### src/hdl/tlgl_pkg.sv
`timescale 1ns / 1ps
`default_nettype none

package tlgl_pkg;

    // Input operations
    localparam logic [1:0] OP_START   = 2'd0;
    localparam logic [1:0] OP_TEXT    = 2'd1;
    localparam logic [1:0] OP_CODE    = 2'd2;
    localparam logic [1:0] OP_METRICS = 2'd3;

    // Result kinds
    localparam logic KIND_GLYPH   = 1'b0;
    localparam logic KIND_SUMMARY = 1'b1;

    // Configuration register indexes
    localparam int CFG_IDX_W  = 2;
    localparam int CFG_DATA_W = 12;
    localparam logic [CFG_IDX_W-1:0] CFG_ESCAPE_BYTE  = 2'd0;
    localparam logic [CFG_IDX_W-1:0] CFG_GLYPH_COUNT  = 2'd1;
    localparam logic [CFG_IDX_W-1:0] CFG_SCREEN_WIDTH = 2'd2;

    localparam logic [7:0]  ESCAPE_RESET = 8'd255;
    localparam logic [9:0]  COUNT_RESET  = 10'd0;
    localparam logic [11:0] SCREEN_RESET = 12'd256;
    localparam logic [11:0] PEN_MAX      = 12'd4095;

    typedef enum logic [1:0] {
        ESC_NONE = 2'd0,
        ESC_LOW  = 2'd1,
        ESC_HIGH = 2'd2
    } t_esc_phase;

    typedef enum logic [2:0] {
        ST_IDLE,
        ST_SEARCH,
        ST_META_RD,
        ST_META,
        ST_SUMMARY
    } t_state;

    typedef struct packed {
        logic [1:0]  opcode;
        logic [7:0]  text_byte;
        logic [11:0] start_x;
        logic [8:0]  entry_index;
        logic [15:0] char_code;
        logic [11:0] tex_u;
        logic [11:0] tex_v;
        logic [7:0]  glyph_w;
        logic [7:0]  glyph_h;
    } t_in_item;

    typedef struct packed {
        logic               kind;
        logic [8:0]         glyph_index;
        logic               found;
        logic [11:0]        pen_x;
        logic [11:0]        out_tex_u;
        logic [11:0]        out_tex_v;
        logic [7:0]         out_width;
        logic [7:0]         out_height;
        logic [11:0]        sum_width;
        logic signed [11:0] centered_x;
    } t_out_item;

    typedef struct packed {
        logic [11:0] u;
        logic [11:0] v;
        logic [7:0]  w;
        logic [7:0]  h;
    } t_metrics;

    typedef struct packed {
        logic accept;
        logic search;
        logic emit_glyph;
        logic emit_summary;
    } t_dp_cmd;

    typedef struct packed {
        logic want_place;
        logic want_summary;
        logic cnt_zero;
        logic search_done;
        logic out_free;
    } t_dp_stat;

endpackage

`default_nettype wire

### src/hdl/tlgl_ctrl.sv
`timescale 1ns / 1ps
`default_nettype none

module tlgl_ctrl (
    input  wire logic               i_clk,
    input  wire logic               i_rst_n,
    input  wire logic               i_in_valid,
    output logic                    o_in_ready,
    input  wire tlgl_pkg::t_dp_stat i_stat,
    output tlgl_pkg::t_dp_cmd       o_cmd
);

    import tlgl_pkg::*;

    t_state r_state;
    t_state n_state;

    always_ff @(posedge i_clk) begin
        if (!i_rst_n) begin
            r_state <= ST_IDLE;
        end else begin
            r_state <= n_state;
        end
    end

    always_comb begin
        n_state = r_state;
        unique case (r_state)
            ST_IDLE: begin
                if (i_in_valid) begin
                    priority if (i_stat.want_place) begin
                        n_state = i_stat.cnt_zero ? ST_META_RD : ST_SEARCH;
                    end else if (i_stat.want_summary) begin
                        n_state = ST_SUMMARY;
                    end else begin
                        n_state = ST_IDLE;
                    end
                end
            end
            ST_SEARCH: begin
                if (i_stat.search_done) begin
                    n_state = ST_META_RD;
                end
            end
            ST_META_RD: begin
                n_state = ST_META;
            end
            ST_META: begin
                if (i_stat.out_free) begin
                    n_state = ST_IDLE;
                end
            end
            ST_SUMMARY: begin
                if (i_stat.out_free) begin
                    n_state = ST_IDLE;
                end
            end
            default: begin
                n_state = ST_IDLE;
            end
        endcase
    end

    always_comb begin
        o_in_ready = 1'b0;
        o_cmd      = '0;
        unique case (r_state)
            ST_IDLE: begin
                o_in_ready   = i_rst_n;
                o_cmd.accept = i_in_valid && i_rst_n;
            end
            ST_SEARCH: begin
                o_cmd.search = 1'b1;
            end
            ST_META: begin
                o_cmd.emit_glyph = i_stat.out_free;
            end
            ST_SUMMARY: begin
                o_cmd.emit_summary = i_stat.out_free;
            end
            default: begin
                o_in_ready = 1'b0;
            end
        endcase
    end

endmodule

`default_nettype wire

### config.mk
export PLATFORM = sky130hd
export DESIGN_NAME = tlgl_ctrl
export DESIGN_NICKNAME = d
export VERILOG_FILES = /design/src/hdl/tlgl_pkg.sv /design/src/hdl/tlgl_ctrl.sv
export SDC_FILE = /design/constraint.sdc
export NUM_CORES = 1
export LEC_CHECK = 0
export BUFFER_PORTS_ARGS = -buffer_cell sky130_fd_sc_hd__buf_2
export CORE_AREA = 4 4 41 43
export DETAILED_ROUTE_END_ITERATION = 7
export DIE_AREA = 0 0 45 47
export PLACE_DENSITY_LB_ADDON = 0.12
export SYNTH_ARGS = -nofsm -noshare
export SYNTH_HDL_FRONTEND = slang
export SYNTH_SLANG_ARGS = --single-unit
### constraint.sdc
create_clock -name i_clk -period 1.2 [get_ports i_clk]
set_input_delay 0.18 -clock i_clk [delete_from_list [all_inputs] [get_ports i_clk]]
set_output_delay 0.18 -clock i_clk [all_outputs]
set_load 0.03 [all_outputs]
==> out/summary.log <==
[status] status finished, violations left
[status] violated checks negative setup slack
[timing] period utilisation layout 1.11
[placement] placer congestion estimate 0.801
[floorplan] area of the core region 1300 um^2
[floorplan] die height 47 um
[logic_synthesis] Syn Inst Count 32
[route] number of search-and-repair iterations in the first detailed-routing pass 2
[cells_and_area] fraction of final layout cells sized beyond drive strength 1 0.754
[clocking] CTS root buf sky130_fd_sc_hd__clkbuf_4
[global_route] antenna violations before repair 0
[logic_synthesis] net count after synthesis 40
[worst_setup_path] Buffers & Inverters on Critical Path 1
[logic_synthesis] Seq cells post-synth 3
[placement] Cells after DPL 66
[timing] final setup vio count 8
[logic_synthesis] post-synthesis average cell area 8.88 um^2
[route] aggregate routed wire length 1010 um
[worst_setup_path] Setup crit start kind flop
[timing] Layout Skew 0.00397 ns
[worst_setup_path] Crit. End Element output pin
[clocking] clock tree from TritonCTS done
[global_route] Tot GR Track Use 0.113
[cells_and_area] net count reported at finish 70
[cells_and_area] number of inserted diodes 0
[timing] post-route setup TNS -0.638 ns
[global_route] vias in the first global route 374
[logic_synthesis] number of synthesis warnings 0
[cells_and_area] largest register by flop count r_state
[timing] actual transition at the worst max-transition pin 0.258 ns
[floorplan] die area 2120 um^2
[floorplan] die boundary width 45 um
[route] number of vias per cell after detailed routing 4.76
[cells_and_area] post-route non-filler standard cell count 76
[timing] relative slew slack 0.827
[power_and_ir_drop] power density over cell area 1120 nW/um^2
[cells_and_area] Top Registers r_state (3)
[global_route] first-pass GRT wire length 1660 um
[power_and_ir_drop] Worst IR Drop VDD 0.461 mV
[cells_and_area] Area growth, synth to finish 106%
[timing] Worst Hold Margin 0.225 ns
[floorplan] starting density of the core 0.218
[route] antenna-violating nets left 0
[worst_setup_path] Max stage delay cell, worst path sky130_fd_sc_hd__dfxtp_4
[worst_setup_path] critical path class reg2out
[timing] Final Max Tran Viols 0
[clocking] clock transition at the register clock pins on the worst setup and hold paths after CTS 0.04 ns
[timing] fin crit period 1.34 ns
[worst_setup_path] peak fanout along the critical path 5
[clocking] TritonCTS Buffers 3
[worst_setup_path] CP required 1.02 ns
[logic_synthesis] sequential fraction of the synthesis area 0.211
[route] # DRC 0
[route] Routed wire per std cell 13.3 um
[clocking] number of clock sinks 3
[timing] hold violation count in the final report 0
[power_and_ir_drop] leakage power of the design 0.286 nW
[hold_path] hold crit path type in2reg
[logic_synthesis] cell type with the largest total area after synthesis sky130_fd_sc_hd__dfxtp_1
[cells_and_area] total of fill cells in the finished design 131
[logic_synthesis] top cells by area in the synthesized netlist sky130_fd_sc_hd__dfxtp_1 (21%), sky130_fd_sc_hd__and3_1 (8.8%), sky130_fd_sc_hd__nor4b_4 (8.4%)
[worst_setup_path] worst stage delay on the critical path 0.36 ns
[route] drt first-iter violations 6
[logic_synthesis] area share of the leading cell type in the synthesized netlist 0.211
[worst_setup_path] worst path cell trace nor2_4, and3_4, and2_4, buf_6
[flow_run] Max Cap Viol 0
[clocking] htree depth 1
[timing] setup repair after global routing missed its margin yes
[clocking] number of buffers on the longest clock path 2
[worst_setup_path] cell family contributing the most delay on the critical path simple AND/OR/NAND/NOR gates
[logic_synthesis] count of unique library cells instantiated by Yosys 23
[logic_synthesis] cell area after synthesis 284 um^2
[worst_setup_path] critical path arrival 1.16 ns
[global_route] remaining global-route overflow 0
[timing] Fmax 749 MHz
[placement] placed wire-length estimate after detailed placement 688 um
[floorplan] I/O pin cnt 13
[floorplan] number of rows created at floorplan 13
[global_route] largest net degree at the start of global routing 6
[placement] count of port buffers added during placement 12
[cells_and_area] number of flip-flops in the largest register 3
[timing] fin worst setup slack -0.135 ns
[clocking] worst-skew pair later-pin latency 0.23 ns
[route] via count 362
[cells_and_area] utilization after layout 0.449
[cells by family after synthesis]
family / share of synthesized area
compound gates: 0.256
buf+inv: 0.0925
flops: 0.211
mux: 0.0352
simple gates: 0.405
[synthesized netlist by cell type]
| cell | instances |
|---|---|
| sky130_fd_sc_hd__nor3b_1 | 1 |
| sky130_fd_sc_hd__or2_1 | 1 |
| sky130_fd_sc_hd__o31ai_1 | 1 |
| sky130_fd_sc_hd__a211o_1 | 1 |
| sky130_fd_sc_hd__o211a_1 | 1 |
| sky130_fd_sc_hd__and3_1 | 4 |
| sky130_fd_sc_hd__a21oi_1 | 3 |
| sky130_fd_sc_hd__nor4b_4 | 1 |
| sky130_fd_sc_hd__a211oi_1 | 1 |
| sky130_fd_sc_hd__mux2i_1 | 1 |
| sky130_fd_sc_hd__and4_2 | 1 |
| sky130_fd_sc_hd__or2b_2 | 2 |
| sky130_fd_sc_hd__nand2_1 | 1 |
| sky130_fd_sc_hd__o41ai_2 | 1 |
| sky130_fd_sc_hd__inv_1 | 2 |
| sky130_fd_sc_hd__buf_6 | 1 |
| sky130_fd_sc_hd__nor4_1 | 1 |
| sky130_fd_sc_hd__buf_4 | 1 |
| sky130_fd_sc_hd__dfxtp_1 | 3 |
| sky130_fd_sc_hd__a21o_1 | 1 |
| sky130_fd_sc_hd__and2_1 | 1 |
| sky130_fd_sc_hd__nor2_1 | 1 |
| sky130_fd_sc_hd__nor3_1 | 1 |
[power breakdown]
group	switching, mW	internal, mW
Sequential	0.0276	0.116
Combinational	0.145	0.192
Clock	0.0484	0.124
Total	0.221	0.432
[timing repair]
item	4_1_cts	5_1_grt
setup endpoints to repair	8	8
resized for setup	28	3
pin swaps	7	6
hold buffers	0	0
buffers inserted	4	2
[worst paths after layout]
kind	from	to	slack (ns)	cells past startpoint
max	r_state[0]$_SDFFE_PN0P_	o_cmd[3]	-0.14	4
min	i_rst_n	r_state[1]$_SDFFE_PN0P_	0.23	2
max reg2reg	r_state[0]$_SDFFE_PN0P_	r_state[1]$_SDFFE_PN0P_	-0.12	5
min reg2reg	r_state[2]$_SDFFE_PN0P_	r_state[2]$_SDFFE_PN0P_	0.74	3
[per-layer routing]
metal / up-vias / track usage / part of all wire
met5: - / 0 / 0
li1: 179 / - / -
met3: 2 / 0.0307 / 0.038
met4: 0 / 0.0702 / 0.019
met2: 8 / 0.198 / 0.54
met1: 173 / 0.120 / 0.40
[metrics by stage]
stage,setup WS (ns),power [mW],instance area [um^2]
floorplan,-0.205,0.282,294
global placement,-0.122,0.365,418
detailed placement,-0.179,0.364,418
CTS,-0.160,0.635,557
global route,-0.169,0.701,584
finish,-0.135,0.652,584
[layout by cell type (no fill, tap or decap), drive strengths merged, types with 2 or more instances in the layout]
cell type	count
inv	2
or2b	2
dfxtp	3
a21oi	3
and3	4
clkbuf	4
buf	27
[area by class of cell]
type	instances	area, um^2	area share
clock buffer	4	26.3	0.0450
inverter	2	7.51	0.0128
multi-input combinational	25	234	0.400
sequential	3	71.3	0.122
tap	15	18.8	0.0321
timing repair buffer	27	226	0.388
Note: power is estimated with default switching activity, not from simulation.
